==> src/bvpe_ram.sv <==
// generic single write port ram with registered read
module bvpe_ram #(
  parameter int WIDTH = 8,
  parameter int DEPTH = 256
) (
  input  logic                     clk,
  input  logic                     we,
  input  logic [$clog2(DEPTH)-1:0] waddr,
  input  logic [WIDTH-1:0]         wdata,
  input  logic                     re,
  input  logic [$clog2(DEPTH)-1:0] raddr,
  output logic [WIDTH-1:0]         rdata
);

  logic [WIDTH-1:0] mem [DEPTH];

  always_ff @(posedge clk) begin
    if (we) begin
      mem[waddr] <= wdata;
    end
    if (re) begin
      rdata <= mem[raddr];
    end
  end

endmodule

==> config.mk <==
export PLATFORM = sky130hd
export DESIGN_NAME = bvpe_ram
export DESIGN_NICKNAME = d
export VERILOG_FILES = /design/src/bvpe_ram.sv
export SDC_FILE = /design/constraint.sdc
export NUM_CORES = 2
export LEC_CHECK = 0
export BUFFER_PORTS_ARGS = -buffer_cell sky130_fd_sc_hd__buf_4
export CAP_MARGIN = 20
export CORE_UTILIZATION = 48
export CTS_BUF_LIST = sky130_fd_sc_hd__clkbuf_16
export CTS_CLUSTER_DIAMETER = 200
export DETAILED_ROUTE_END_ITERATION = 12
export GPL_TIMING_DRIVEN = 1
export PLACE_DENSITY_LB_ADDON = 0.3
export SLEW_MARGIN = 40
export SYNTH_ARGS = -nofsm -noshare
export SYNTH_HDL_FRONTEND = slang
export SYNTH_SLANG_ARGS = --single-unit
==> constraint.sdc <==
create_clock -name clk -period 3.1 [get_ports clk]
set_input_delay 0.62 -clock clk [delete_from_list [all_inputs] [get_ports clk]]
set_output_delay 0.62 -clock clk [all_outputs]
set_load 0.05 [all_outputs]
# Word level (Yosys, flattened, before mapping)
# Memory sizes are Yosys's and may differ from the RTL's. A register that Yosys moved wholly into a read port is not among the register bits.
# Cells that the tools add are included.
dict set report classes {
  n_mux 2
}
# operator count
set ops {}
lappend ops {{$mux 1} 2}
dict set report totals {
  in_bits 27
  ram_bits 2048
  output_inout_bits 8
  regBits 0
  word_cells 3
  memories 1
}
# memory depth width rd rd_clocked_by_memory_dff wr line_no
set mem_list {}
lappend mem_list {mem 256 8 1 1 1 15} ;# logic [WIDTH-1:0] mem [DEPTH];

# Logic depth before layout (Yosys ltp)
dict set report logic_depth {
  ltp_word 2
  ltp_mapped 11
}

# Worst setup path before layout
# OpenSTA, ideal clock, no wires.
dict set report synth_timing {
  path_kind {input-to-reg}
  startpoint {input raddr[0]}
  endpoint {register rdata[2], read port of mem, data pin}
  path_stages 9
  setup_time_ns 0.269
  path_slack_ns 0.404
  arrival_time_ns 2.427
  cell_sequence {buf_6 -> buf_12 -> buf_8 -> buf_2 -> mux4_2 -> a22oi_1 -> a21oi_1 -> nor4_1 -> nor4_2}
}
# item line_no
set synth_rtl {}
lappend synth_rtl {{start, declared} 11} ;# input logic [$clog2(DEPTH)-1:0] raddr,
lappend synth_rtl {{end, declared} 12} ;# output logic [WIDTH-1:0] rdata

==> impl_metrics.toml <==
[floorplanning]
rows = 149
coreArea_sq_mm = 0.165
die_area_sq_mm = 0.168
boundaryPins = 35
die_y_microns = 409
start_util_pct = 48.3
die_w_microns = 409

[clock_tree]
path_clk_slew_ps = 60
clockBufferDepth = 3
cts_tree = "built"
cts.sinks = 2056
worstSkewPairLatency_ps = 870
cts_max_level = 4
numCtsBuffers = 201
cts-root-buf = "clkbuf_16"

[setup_path]
cp_cell_sequence = "buf_8 > buf_12 > buf_4 > buf_4 > mux4_2 > a22oi_1 > a21oi_1 > nor4_1 > buf_4 > nor4_1"
cp.arrival_ps = 3660
start_kind = "input pin"
worst-path-max-fanout = 14
critical-path-slowest-cell = "nor4_1"
path_buf_inv = 5
path_class = "in2reg"
crit_top_cell = "buf_4"
worst-endpoint-required_ps = 3690
slowest_delay_ps = 590
cpLargestDelayFamily = "buffers and inverters"
endpoint_kind = "register"

[synth]
seq_area_frac_synth_pct = 77.5
synth.avg_cell_area_sq_um = 21.3
synth_edf_count = 2056
synth.top_cells.by_area = "edfxtp_1 78%, mux4_2 13%, mux2i_1 1.7%"
syn_inst = 3733
syn-cell-area_sq_mm = 0.0796
yosysTopAreaCellShare_pct = 77.5
yosys_warnings = 0
async_flop_share_pct = 0
yosysTopAreaCell = "edfxtp_1"
synthFlopType = "edfxtp_1"
synth_cell_types = 54
postSynthNetCount = 3760
ys_ff_latch = 2056

[layout]
final_cells = 6700
nets = 4378
syn2layout_area_growth_pct = 17.2
fin_util_pct = 56.7
fill_cells = 12100
drive_above_1_share_pct = 31.1

[power_and_ir_drop]
power_density_mw_per_mm2 = 619
total_power_mw = 57.8
p_leak_nw = 30.2
peakVddDrop_v = 0.000562

[timing]
hold_violations = 0
skew_ps = 73.3
slew_viol_final = 0
period_share_pct = 99.0
finalSetupTns_ps = 0
setup_viol = 0
tightest_slew_ps = 1000
layout_min_cycle_time_ps = 3070
rsz0062_at_grt = "no"
fmaxAchievable_ghz = 0.326
whs_ps = 129
max-slew-margin-rel_pct = 32.6

[placement]
dpl.hpwl_mm = 128
gp_congestion = 0.843
io_buffers = 34
dp.cells = 6337

[grt]
track_usage_pct = 24.0
grt_pass1_vias = 40900
grt_start_max_net_pins = 104
grt_pass1_wl_mm = 290
gr-total-overflow = 0
antenna_found_initial = 12

[detailed_routing]
drtIter0Drc = 5073
finalWirelength_mm = 199
wire_per_inst_microns = 29.7
vias = 40800
first_pass_iters = 6
ant_nets = 0
drc = 0
routed_via_density = 6.09

[min_path]
hp-class = "in2reg"

[flow_run]
drv_cap = 0

[run_status]
outcome = "finished, final reports clean"
[cell families (layout without fill, tap and decap cells)]
kind of cell / after synthesis / count (layout) / share of synthesized area, %
AND/OR/NAND/NOR: 466 / 466 / 2.63
multiplexers: 591 / 591 / 14.6
AO/OA/AOI/OAI: 385 / 385 / 3.42
flip-flops: 2056 / 2056 / 77.5
other: 0 / 2 / 0
buffers and inverters: 235 / 1011 / 1.83
[cell usage in the layout (no fill, tap or decap), drive strengths merged, types with 28 or more instances in the layout]
cell,n
a22oi,133
nor2,282
o221ai,47
edfxtp,2056
mux4,456
inv,54
mux2i,134
a21oi,96
nand3,34
clkbuf,202
o22ai,28
buf,647
clkinv,83
nor2b,31
nand2,33
[layer usage]
metal	GRT usage (%)	part of all wire, %	vias to the layer above
li1	-	-	16900
met1	34.9	41	21700
met2	37.6	48	1918
met3	4.17	8.8	276
met4	6.90	2.6	8
met5	0	0.024	-
[path summary, 6_finish.rpt]
check / startpoint / to / slack [ps] / depth (start not counted)
max: raddr[0] / rdata[1]$_DFFE_PP_ / 30 / 10
min: re / rdata[0]$_DFFE_PP_ / 130 / 1
max reg2reg: mem[83][3]$_DFFE_PP_ / rdata[3]$_DFFE_PP_ / 300 / 7
min reg2reg: mem[40][3]$_DFFE_PP_ / rdata[3]$_DFFE_PP_ / 1120 / 7
[where the power goes]
part	leakage (nW)	internal, mW	switching, mW
Combinational	8.42	1.25	1.93
Sequential	18.5	30.7	0.0395
Clock	3.34	13.4	10.5
Total	30.2	45.3	12.4
[synth_stat cells (3+ instances only)]
| cell | count |
|---|---|
| a211oi_1 | 16 |
| a21oi_1 | 96 |
| a221oi_1 | 13 |
| a22o_1 | 8 |
| a22oi_1 | 133 |
| and2_1 | 6 |
| buf_1 | 22 |
| buf_12 | 8 |
| buf_2 | 31 |
| buf_4 | 27 |
| buf_6 | 21 |
| buf_8 | 13 |
| clkbuf_1 | 111 |
| edfxtp_1 | 2056 |
| mux2i_1 | 134 |
| mux4_2 | 454 |
| nand2_1 | 33 |
| nand2b_1 | 8 |
| nand3_1 | 34 |
| nand4_1 | 10 |
| nor2_1 | 282 |
| nor2b_1 | 31 |
| nor3_1 | 22 |
| nor4_1 | 24 |
| nor4_2 | 3 |
| o211ai_1 | 10 |
| o21ai_0 | 10 |
| o221ai_1 | 46 |
| o22a_1 | 5 |
| o22ai_1 | 28 |
| o32ai_1 | 4 |
| or2_2 | 4 |
[worst reg2reg max path, delay by kind of cell, from the launching register on]
family / cells / cell delay (ps)
flops: 1 / 360
buf+inv: 1 / 200
compound gates: 3 / 1080
simple gates: 2 / 440
mux: 1 / 460
[stage by stage]
stage | setup slack [ps] | cell area (sq um)
finish | 29.5 | 93400
global route | 14.8 | 93400
CTS | 87.8 | 93300
detailed placement | -979 | 86800
global placement | -1250 | 86800
floorplan | 404 | 79600
[what timing repair did]
item	CTS	global route
endpoints found under the hold margin	0	0
setup endpoints to repair	1	2
setup buffers	0	0
gates cloned	0	0
resized for setup	1	2
hold buffers	0	0
[flip-flops by register name (all words and copies together), names as in the netlist]
register / cells
rdata: 8
mem: 2048
[final cells by class]
| type | count | area, sq um | area share (%) |
|---|---|---|---|
| sequential | 2056 | 61700 | 66.1 |
| multi-input combinational | 1442 | 16500 | 17.7 |
| timing repair buffer | 648 | 5830 | 6.24 |
| clock buffer | 201 | 5030 | 5.39 |
| tap | 2189 | 2740 | 2.93 |
| clock inverter | 160 | 1490 | 1.59 |
| inverter | 2 | 7.51 | 0.00804 |
| antenna | 2 | 5.00 | 0.00536 |
No activity file was read; power rests on OpenSTA's default activity.
