--- config.mk ---
export PLATFORM = sky130hd
export DESIGN_NAME = bvpe_expander_flat
export DESIGN_NICKNAME = d
export VERILOG_FILES = /design/src/bvpe_pkg.sv /design/src/bvpe_if.sv /design/src/bvpe_expander.sv /design/src/flat_wrapper.sv
export SDC_FILE = /design/constraint.sdc
export NUM_CORES = 1
export LEC_CHECK = 0
export ABC_AREA = 1
export BUFFER_PORTS_ARGS = -buffer_cell sky130_fd_sc_hd__buf_2
export CORE_MARGIN = 2
export CORE_UTILIZATION = 35
export DETAILED_ROUTE_END_ITERATION = 7
export SYNTH_ARGS = -nofsm -noshare
export SYNTH_HDL_FRONTEND = slang
export SYNTH_SLANG_ARGS = --single-unit
--- constraint.sdc ---
create_clock -name clk -period 2.8 [get_ports clk]
set_clock_uncertainty 0.15 [all_clocks]
set_input_delay 0 -clock clk [delete_from_list [all_inputs] [get_ports clk]]
set_output_delay 0 -clock clk [all_outputs]
set_load 0.02 [all_outputs]
--- src/bvpe_pkg.sv ---
// shared types and constants of the bitmap pixel expander
package bvpe_pkg;

  localparam int MEM_DEPTH = 8192;
  localparam int ADDR_W    = $clog2(MEM_DEPTH);
  localparam int BYTE_W    = 8;
  localparam int ROW_BYTES = 32;
  localparam int COL_W     = $clog2(ROW_BYTES);
  localparam int ROW_W     = ADDR_W - COL_W;
  localparam int PIX_W     = 3;
  localparam int COORD_W   = 8;
  localparam int CFG_IDX_W = 3;

  localparam logic [CFG_IDX_W-1:0] REG_SWAP_XY   = 3'd0;
  localparam logic [CFG_IDX_W-1:0] REG_MIRROR_X  = 3'd1;
  localparam logic [CFG_IDX_W-1:0] REG_MIRROR_Y  = 3'd2;
  localparam logic [CFG_IDX_W-1:0] REG_BLACK_PEN = 3'd3;
  localparam logic [CFG_IDX_W-1:0] REG_WHITE_PEN = 3'd4;

  localparam logic CMD_LOAD_MASK  = 1'b0;
  localparam logic CMD_WRITE_BYTE = 1'b1;

  typedef enum logic [1:0] {
    ST_CLEAR,
    ST_IDLE,
    ST_COMPARE
  } state_t;

  typedef struct packed {
    logic              swap_xy;
    logic              mirror_x;
    logic              mirror_y;
    logic [BYTE_W-1:0] black_pen;
    logic [BYTE_W-1:0] white_pen;
  } cfg_t;

  typedef struct packed {
    logic              start;
    logic [BYTE_W-1:0] data;
    logic [ROW_W-1:0]  row;
    logic [COL_W-1:0]  col;
  } exp_cmd_t;

endpackage

--- src/bvpe_if.sv ---


interface bvpe_pix_if;
  import bvpe_pkg::*;
  logic                valid;
  logic                ready;
  logic [COORD_W-1:0]  pixel_x;
  logic [COORD_W-1:0]  pixel_y;
  logic [BYTE_W-1:0]   pen;
  logic                last_pixel;
  modport source (output valid, pixel_x, pixel_y, pen, last_pixel, input ready);
  modport sink   (input valid, pixel_x, pixel_y, pen, last_pixel, output ready);
endinterface

--- src/bvpe_expander.sv ---
// bit-serial byte to pixel expander with orientation and output register
module bvpe_expander
  import bvpe_pkg::*;
(
  input  logic       clk,
  input  logic       rst,
  input  cfg_t       cfg,
  input  exp_cmd_t   cmd,
  output logic       busy,
  bvpe_pix_if.source pix
);

  logic [PIX_W-1:0]   cnt;
  logic [BYTE_W-1:0]  shreg;
  logic [ROW_W-1:0]   row;
  logic [COL_W-1:0]   col;
  logic               ovalid;
  logic [COORD_W-1:0] ox;
  logic [COORD_W-1:0] oy;
  logic [BYTE_W-1:0]  open;
  logic               olast;

  logic               slot_free;
  logic [COORD_W-1:0] x_raw;
  logic [COORD_W-1:0] y_raw;
  logic [COORD_W-1:0] x_sw;
  logic [COORD_W-1:0] y_sw;

  assign slot_free = !ovalid || pix.ready;

  always_comb begin
    x_raw = {col, cnt};
    y_raw = row;
    x_sw  = cfg.swap_xy ? y_raw : x_raw;
    y_sw  = cfg.swap_xy ? x_raw : y_raw;
    if (cfg.mirror_x) begin
      x_sw = ~x_sw;
    end
    if (cfg.mirror_y) begin
      y_sw = ~y_sw;
    end
  end

  always_ff @(posedge clk) begin
    if (rst) begin
      busy   <= 1'b0;
      ovalid <= 1'b0;
      cnt    <= '0;
    end else begin
      if (busy && slot_free) begin
        ovalid <= 1'b1;
        ox     <= x_sw;
        oy     <= y_sw;
        open   <= shreg[BYTE_W-1] ? cfg.white_pen : cfg.black_pen;
        olast  <= (cnt == '1);
        shreg  <= {shreg[BYTE_W-2:0], 1'b0};
        cnt    <= cnt + 1'b1;
        if (cnt == '1) begin
          busy <= 1'b0;
        end
      end else if (pix.ready) begin
        ovalid <= 1'b0;
      end
      if (cmd.start && !busy) begin
        busy  <= 1'b1;
        cnt   <= '0;
        shreg <= cmd.data;
        row   <= cmd.row;
        col   <= cmd.col;
      end
    end
  end

  assign pix.valid      = ovalid;
  assign pix.pixel_x    = ox;
  assign pix.pixel_y    = oy;
  assign pix.pen        = open;
  assign pix.last_pixel = olast;

endmodule

--- src/flat_wrapper.sv ---
// flat-port wrapper written by rule: the top's interface ports become plain ports
module bvpe_expander_flat import bvpe_pkg::*;
  (clk, rst, cfg, cmd, busy, pix_valid, pix_pixel_x, pix_pixel_y, pix_pen, pix_last_pixel, pix_ready);
  bvpe_pix_if pix_i ();
  input  logic clk;
  input  logic rst;
  input  cfg_t cfg;
  input  exp_cmd_t cmd;
  output logic busy;
  output wire logic [$bits(pix_i.valid)-1:0] pix_valid;
  output wire logic [$bits(pix_i.pixel_x)-1:0] pix_pixel_x;
  output wire logic [$bits(pix_i.pixel_y)-1:0] pix_pixel_y;
  output wire logic [$bits(pix_i.pen)-1:0] pix_pen;
  output wire logic [$bits(pix_i.last_pixel)-1:0] pix_last_pixel;
  input wire logic [$bits(pix_i.ready)-1:0] pix_ready;
  assign pix_valid = pix_i.valid;
  assign pix_pixel_x = pix_i.pixel_x;
  assign pix_pixel_y = pix_i.pixel_y;
  assign pix_pen = pix_i.pen;
  assign pix_last_pixel = pix_i.last_pixel;
  assign pix_i.ready = pix_ready;
  bvpe_expander u_core (.clk(clk), .rst(rst), .cfg(cfg), .cmd(cmd), .busy(busy), .pix(pix_i));
endmodule
After elaboration in Yosys (flattened, before gate mapping)
Index checks and enable logic that the tools add are counted.

Output and inout bits: 27. Logic and storage cells: 40. Bits of input ports: 44. Register bits after elaboration: 51.

Eq/ne operators: 1. Multiplexer cells: 12. Reductions and logical operators: 13. Bitwise logic cells: 3. Add/sub/neg operators: 1.

Operators by type and width (count): $mux 8 (7); $not 8->8 (2); $reduce_and 2->1 (4); $reduce_bool 2->1 (3); $mux 1 (5); $add 3x1->3 const B (1); $eq 3x3->1 const B (1); $logic_and 1x1->1 (2); $logic_not 1->1 (2); $reduce_or 2->1 (1); $logic_or 1x1->1 (1); $not 1->1 (1).

Longest topological paths before layout
Gate-level depths: netlist (run 1).

Depth after elaboration: 5. Mapped depth: 6. Gate-level depth less buffers: 6.

Worst setup path after synthesis (run 1)
No wires, ideal clock.

Kind: register to register. Start: register u_core.busy. End: register u_core.olast, in the netlist u_core.pix.last_pixel (enable). Data arrival time: 1.739 ns. Cell stages (with the launch flop): 3. Slack: 0.504 ns. Period minus slack after synthesis: 2.296 ns. Required time: 2.243 ns. Buffers on the path: 0. Setup time: 0.407 ns. Cells stage by stage: dfxtp_1 -> nand2_1 -> nor2_1.

Cells in the longest elaborated chain, start to end: 2.

Ends and longest elaborated chain: from (decl) (line bvpe_expander.sv:9) `output logic busy,`; from (signal assigned) (line bvpe_expander.sv:46) `busy <= 1'b0;`; from (signal assigned) (line bvpe_expander.sv:59) `busy <= 1'b0;`; from (signal assigned) (line bvpe_expander.sv:65) `busy <= 1'b1;`; $logic_and 1x1->1 (line bvpe_expander.sv:50) `if (busy && slot_free) begin`; $reduce_and 2->1 (no source line); to (signal assigned) (line bvpe_expander.sv:55) `olast <= (cnt == '1);`; to (decl) (line bvpe_expander.sv:21) `logic olast;`.

Every way passes these cells. A chain may end at the register's enable or synchronous reset.

Worst setup path after layout (run 1)
Start: register u_core.busy. End: register u_core.shreg[0] (enable).

Cells in the longest elaborated chain, start to end: 4. Elaborated cells between the ends (all ways): 5. Classes of those cells: 5 x reduce/logical.

Ends and longest elaborated chain: $logic_not 1->1 (line bvpe_expander.sv:64) `if (cmd.start && !busy) begin`; $logic_and 1x1->1 (line bvpe_expander.sv:64); $reduce_bool 2->1 (no source line) (*); $reduce_and 2->1 (no source line) (*); to (signal assigned) (line bvpe_expander.sv:56) `shreg <= {shreg[BYTE_W-2:0], 1'b0};`; to (signal assigned) (line bvpe_expander.sv:67) `shreg <= cmd.data;`; to (decl) (line bvpe_expander.sv:14) `logic [BYTE_W-1:0] shreg;`.

Every way passes the cells marked *; elsewhere a longest branch is shown, timed or not.

==> results.md, run 1 <==
* Die width at 82.9 um
* RD Place Congestion at 0.765
* Via count at 1548
* CP arrival at 1690 ps
* Clock net sink count at 51
* Crit path largest cell delay at 710 ps
* Critical path's top delay family: compound AO/OA/AOI/OAI gates
* Wire per inst at 10.9 um
* Post-CTS Resized at 0
* Largest net degree at the start of global routing at 33
* Critical path buffers and inverters at 1
* Die ar. at 6870 um^2
* FP Rows at 28
* Final setup TNS at 0 ps
* DRC Markers at 0
* R2r setup slk at 900 ps
* Die H at 82.9 um
* Hold slack at 5.33 ps
* Synth top area share at 63.4%
* Sequential fraction of the synthesis area at 68.0%
* Path depth of the worst reg2reg path at 3
* Port buffer count at 70
* Largest family of logic cells by synthesized area: simple AND/OR/NAND/NOR gates
* Final setup fails at 0
* Hold path start: pix_ready
* Most frequent cells in the layout: buf_2 (70), edfxtp_1 (46), nand2_1 (44)
* Initial core utilization at 36.6%
* Worst VDD drop at 0.274 mV
* Deepest clock path buffer count at 2
* Critical-path maximum fanout at 12
* RSZ-0062 raised after global routing: no
* Synth area leaders: edfxtp_1 (63%), nand2_1 (7.6%), xor2_1 (6.4%), dfxtp_1 (4.6%), mux2_2 (4.1%)
* Mux cell area share after synthesis at 4.13%
* Pwr/cell area at 493 nW/um^2
* Clock slew at reported path FFs at 90 ps
* R2r startpoint: u_core.busy
* Compound-Gate Fraction of Synth Area at 4.82%
* Syn-to-layout area delta at 42.8%
* Number of DRC markers in iteration 0 at 60
* Slew HR at 48.3%
* Synth Area per Inst at 12.0 um^2
* #FFs+latches synth at 51
* Placed inst area at 2600 um^2
* CORE AREA at 5960 um^2
* WHS Endpoint: u_core.cnt[0]
* Worst Hold Class: in2reg
* First-pass GRT wire length at 6.96 mm
* Io pins at 71
* Synth unique cells at 15
* Htree depth at 2
* Status: complete, no violations
* ANT nets after route at 0
* Area share of fa/ha/maj cells after synthesis at 1.15%
* GRT Residual Overflow at 0
* Area leader, netlist: edfxtp_1
* Synth warnings at 0
* Tot Pwr at 1.54 mW
* Maximum clock rate at 526 MHz
* Least-Margin Pin Slew at 776 ps
* Hold Path Stages at 5
* Nets at 342
* Ant. Diodes at 0
* GRT Util Overall at 12.5%
* Min Tclk post-route at 1900 ps
* Final Hold Fails at 0
* Placed insts at 322
* Post-route insts no fill at 372
* Final Max Tran Viols at 0
* Post-route cell area at 3110 um^2
* Vias in the first global route at 1568
* Worst EP required at 2590 ps
* Simple-gate share of the synthesized area at 9.70%
* CTS Buf Count at 5
* Root Buffer: clkbuf_8
* Cell Area, Synth at 2180 um^2
* Post-route clock period utilization at 68.0%
* Worst reg2reg endpoint: u_core.shreg[0]
* Layout cells sized above 1 at 29.6%
* HPWL after DPL at 2.78 mm
* Max-cap violation count at 0
* Crit path cell chain: inv_1 -> nand2_1 -> a21oi_1
* CTS tree: yes
* Slowest cell on the critical path: a21oi_1
* Synth Area in XOR/XNOR at 6.43%
* Post-synthesis net count at 228
* Worst skew pair latency at 300 ps
* Synthesized instance count at 182
* Initial antenna violation count at 0
* Critical path launch point type: flop
* Leak at 1.38 nW
* Post-Route WL at 4.04 mm
* Setup crit end kind: flop
* Via density at 4.16
* Most common cell after layout, fill and taps aside: buf_2
* WS Path Type: reg2reg
* Detailed Routing Iterations Pass 1 at 4
==> sequential cells by signal, summed over array words and instances (netlist names) <==
register / cells
u_core.col: 5
u_core.row: 8
u_core.cnt: 3
u_core.busy: 1
u_core.pix.pen: 8
u_core.pix.valid: 1
u_core.pix.last_pixel: 1
u_core.shreg: 8
u_core.pix.pixel_y: 8
u_core.pix.pixel_x: 8
==> timing repair <==
item                       CTS  global route
setup buffers                0             0
hold buffers                42             0
hold endpoints to repair    47             0
setup endpoints to repair    0             0
==> layer usage <==
layer	vias up	wire length (um)	track usage, %
met5	-	0	0
met4	0	63	5.81
met3	5	177	2.88
met2	38	1920	20.7
met1	681	1870	15.4
li1	824	-	-
==> power by group <==
part,switching (mW),internal (mW)
Combinational,0.107,0.114
Sequential,0.0158,0.878
Clock,0.221,0.200
==> stage by stage <==
step	utilization, %	setup slack, ps
after floorplan	-	504
after global placement	43.7	976
after detailed placement	43.7	835
after CTS	52.3	844
after global routing	52.3	690
final	52.3	897
==> worst max-delay path by stage <==
stage | slack, ps | from | depth (start not counted) | endpoint
global placement | 980 | u_core.busy | 3 | u_core.shreg[4]
global route | 690 | u_core.busy | 3 | u_core.shreg[0]
floorplan | 500 | u_core.busy | 2 | u_core.pix.last_pixel
finish | 900 | u_core.busy | 3 | u_core.shreg[0]
detailed placement | 840 | u_core.busy | 3 | u_core.shreg[1]
CTS | 840 | u_core.busy | 3 | u_core.shreg[2]
==> Yosys cell counts <==
library cell   n
xor2_1        16
inv_1         23
nand3b_1       2
ha_1           2
clkbuf_2       3
nand2_1       44
mux2_2         8
a21oi_1        4
o21ai_0       17
nand3_1        1
nor2_1         7
buf_4          2
buf_2          2
dfxtp_1        5
edfxtp_1      46
==> worst register-to-register path: cells and delay by family (launching register included) <==
| kind | cells | cell delay [ps] |
|---|---|---|
| compound gates | 1 | 710 |
| simple gates | 1 | 220 |
| flops | 1 | 370 |
| buf+inv | 1 | 90 |
==> area by class of cell <==
class,count,area (um^2)
fill,555,2840
sequential,51,1480
timing repair buffer,114,786
multi-input combinational,101,574
tap,75,93.8
clock buffer,7,86.3
inverter,23,86.3
clock inverter,1,5.00
==> cell families (layout without fill, tap and decap cells) <==
kind of cell	count (synthesis)	count (layout)
muxes	8	8
and+or+nand+nor	54	54
DFF	51	51
AOI/OAI and AO/OA	21	21
buffers and inverters	30	145
adders and majority gates	2	2
xor gates and xnor gates	16	16
(Power assumes the default switching activity.)
==> run 2: changes to the inputs <==
--- a/config.mk
+++ b/config.mk
@@ -5,7 +5,7 @@
 export SDC_FILE = /design/constraint.sdc
 export NUM_CORES = 1
 export LEC_CHECK = 0
-export ABC_AREA = 1
+export ABC_AREA = 0
 export BUFFER_PORTS_ARGS = -buffer_cell sky130_fd_sc_hd__buf_2
 export CORE_MARGIN = 2
 export CORE_UTILIZATION = 35
==> constraint.sdc (replaced) <==
create_clock -name clk -period 1.7 [get_ports clk]
set_clock_uncertainty 0.15 [all_clocks]
set_input_delay 0 -clock clk [delete_from_list [all_inputs] [get_ports clk]]
set_output_delay 0 -clock clk [all_outputs]
set_load 0.02 [all_outputs]
==> results.md, run 2 <==
* Status: complete, no violations
* Io pins at 71 (unchanged)
* Layout cells sized above 1 at 40.9% (+11 points)
* Final worst-path setup slack at 71.6 ps (-826 ps)
* Via count at 1390 (-10%)
* Synthesized instance count at 128 (-30%)
* Sequential Power Share at 52.5% (-5.7 points)
* Initial core utilization at 36.1% (-0.46 points)
* WS Path Type: reg2reg
* HPWL after DPL at 2.72 mm (-2.2%)
* Compound-Gate Fraction of Synth Area at 2.46% (-2.4 points)
* Post-route insts no fill at 322 (-13%)
* Placed insts at 271 (-16%)
* Finished Core Util at 53.7% (+1.4 points)
* Pwr/cell area at 877 nW/um^2 (+78%)
* Clock slew at reported path FFs at 80 ps (about the same)
* Area share of fa/ha/maj cells after synthesis at 1.17% (+0.021 points)
* Final setup TNS at 0 ps (unchanged)
* Number of DRC markers in iteration 0 at 84 (+40%)
* Final Hold Fails at 0 (unchanged)
* Worst skew pair latency at 290 ps (about the same)
* Wire per inst at 11.8 um (+8.5%)
* Most common cell after layout, fill and taps aside: buf_2
* Largest net degree at the start of global routing at 26 (-21%)
* #FFs+latches synth at 51 (unchanged)
* Post-Place Setup Slack at 183 ps (-652 ps)
* ANT nets after route at 0 (unchanged)
* Count leader, synth: edfxtp_1
* Max-cap violation count at 0 (unchanged)
* CTS tree: yes
* Async set or reset register ratio after synthesis at 0% (unchanged)
* Most frequent cells after synthesis: edfxtp_1 (46), mux2i_1 (16), xnor2_1 (16)
* CTS Buf Count at 5 (unchanged)
* Vias in the first global route at 1331 (-15%)
* Clock power frac at 34.0% (+6.6 points)
* Slew HR at 66.6% (+18 points)
* Detailed Routing Iterations Pass 1 at 4 (unchanged)
* Deepest clock path buffer count at 2 (unchanged)
* Area leader, netlist: edfxtp_1
* Net Sw Frac at 19.6% (-2.8 points)
* Initial antenna violation count at 0 (unchanged)
* GRT Residual Overflow at 0 (unchanged)
* Post-Route WL at 3.79 mm (-6.1%)
* Synth Area in XOR/XNOR at 6.55% (+0.12 points)
* Ant. Diodes at 0 (unchanged)
* EDFF count, synth at 46 (unchanged)
* Main synth FF type: edfxtp_1
* Tot Pwr at 2.79 mW (+82%)
* Sw Pwr at 0.545 mW (+59%)
* Root Buffer: clkbuf_8
* Via density at 4.32 (+3.7%)
* Post-route clock period utilization at 95.8% (+28 points)
* RD Place Congestion at 0.654 (-15%)
* Critical path launch point type: flop
* Most frequent cells in the layout: buf_2 (70), edfxtp_1 (46), dlygate4sd3_1 (43)
* Post-synthesis net count at 174 (-24%)
* Nets at 292 (-15%)
* Critical-path maximum fanout at 7 (-5)
* Synth Area per Inst at 16.7 um^2 (+40%)
* Worst Hold Class: in2reg
* Die ar. at 6750 um^2 (-1.8%)
* Worst VDD drop at 0.463 mV (+69%)
* CORE AREA at 5920 um^2 (-0.59%)
* Clock net sink count at 51 (unchanged)
* Die H at 82.2 um (-0.88%)
* Min Tclk post-route at 1630 ps (-274 ps)
* RSZ-0062 raised after global routing: no
* Final Max Tran Viols at 0 (unchanged)
* Post-CTS Resized at 0 (unchanged)
* Leak at 1.27 nW (-8.1%)
* Internal at 2.24 mW (+88%)
* Syn-to-layout area delta at 48.5%
* Synth area leaders: edfxtp_1 (65%), mux2i_1 (7.5%), mux2_2 (6.8%), xnor2_1 (6.5%), dfxtp_1 (4.7%)
* Combinational power share at 13.5% (-0.9 points)
* Least-Margin Pin Slew at 501 ps (-274 ps)
* CP arrival at 1530 ps (-160 ps)
* Synth warnings at 0 (unchanged)
* DRC Markers at 0 (unchanged)
* Simple-gate share of the synthesized area at 3.22% (-6.5 points)
* Final setup fails at 0 (unchanged)
* Port buffer count at 70 (unchanged)
* Cell Area, Synth at 2140 um^2 (-1.8%)
* Htree depth at 2 (unchanged)
* First-pass GRT wire length at 5.66 mm (-19%)
* Die width at 82.2 um (-0.88%)
* Mux cell area share after synthesis at 15.4% (+11 points)
* GRT Util Overall at 11.5% (-1.0 points)
* FP Rows at 28 (unchanged)
* Maximum clock rate at 614 MHz (+17%)
* Largest family of logic cells by synthesized area: multiplexers
* Sequential fraction of the synthesis area at 69.2% (+1.3 points)
* Synth unique cells at 23 (+8)
* Synth top area share at 64.6% (+1.2 points)
* Setup crit end kind: flop
* Worst EP required at 1600 ps (-990 ps)
==> run 2: cell types whose count changed after synthesis, sizes merged, moves of 2 or more <==
cell / delta
xnor2: +16
nor2: -4
nand2b: +3
nand2: -43
mux2i: +16
nand3b: -2
o21ai: -14
mux2: +7
xor2: -16
inv: -22
==> run 2: path summary, 6_finish.rpt <==
kind / slack, ps / to / from / depth (start not counted)
hold / removal: 200 / u_core.pix.pixel_x[1] / cfg[18] / 3
setup / recovery: 70 / u_core.shreg[0] / u_core.busy / 4
setup reg to reg: 70 / u_core.shreg[0] / u_core.busy / 4
hold reg to reg: 390 / u_core.cnt[1] / u_core.cnt[1] / 2
==> run 2: through the flow <==
stage / instance area, um^2 / hold WS [ps]
floorplan: 2150 / -80.9
global placement: 2610 / 28.4
detailed placement: 2610 / 28.1
CTS: 3180 / 197
global route: 3180 / 207
finish: 3180 / 196
==> run 2: logic make-up after synthesis <==
logic type	after synthesis
flip-flops	51
multiplexers	31
XOR/XNOR	16
AND/OR/NAND/NOR	12
AO/OA/AOI/OAI	9
buffers and inverters	7
adder cells (fa/ha/maj)	2
==> run 2: per-layer routing <==
| metal | global-route usage, % | up-vias | routed length (um) |
|---|---|---|---|
| li1 | - | 712 | - |
| met1 | 12.6 | 621 | 1600 |
| met2 | 19.7 | 51 | 1800 |
| met3 | 4.02 | 6 | 324 |
| met4 | 5.50 | 0 | 70 |
| met5 | 0 | - | 0 |
==> run 2: power by group through the flow <==
stage               Combinational [mW]  Clock, mW  Sequential (mW)
global route                     0.414       1.03             1.47
floorplan                        0.156          0             1.53
global placement                 0.299          0             1.49
CTS                              0.380      0.975             1.47
detailed placement               0.304          0             1.49
finish                           0.376      0.946             1.46
==> run 2: timing repair <==
action                                 in CTS  in global routing
buffers inserted                            0                  0
hold buffers                               43                  0
endpoints found under the hold margin      41                  0
setup endpoints to repair                   0                  0
==> run 2: worst max-delay path: stages (launching register included) <==
cell and delay, ps:
dfxtp_1 330, buf_4 140, inv_2 60, and3_2 160, dlygate4sd3_1 540
==> run 2: layout make-up <==
cell class / count / area (um^2)
Clock buffer: 6 / 72.6
Clock inverter: 2 / 60.1
Fill cell: 507 / 2740
Inverter: 1 / 3.75
Multi-Input combinational cell: 70 / 629
Sequential cell: 51 / 1480
Tap cell: 75 / 93.8
Timing Repair Buffer: 117 / 836
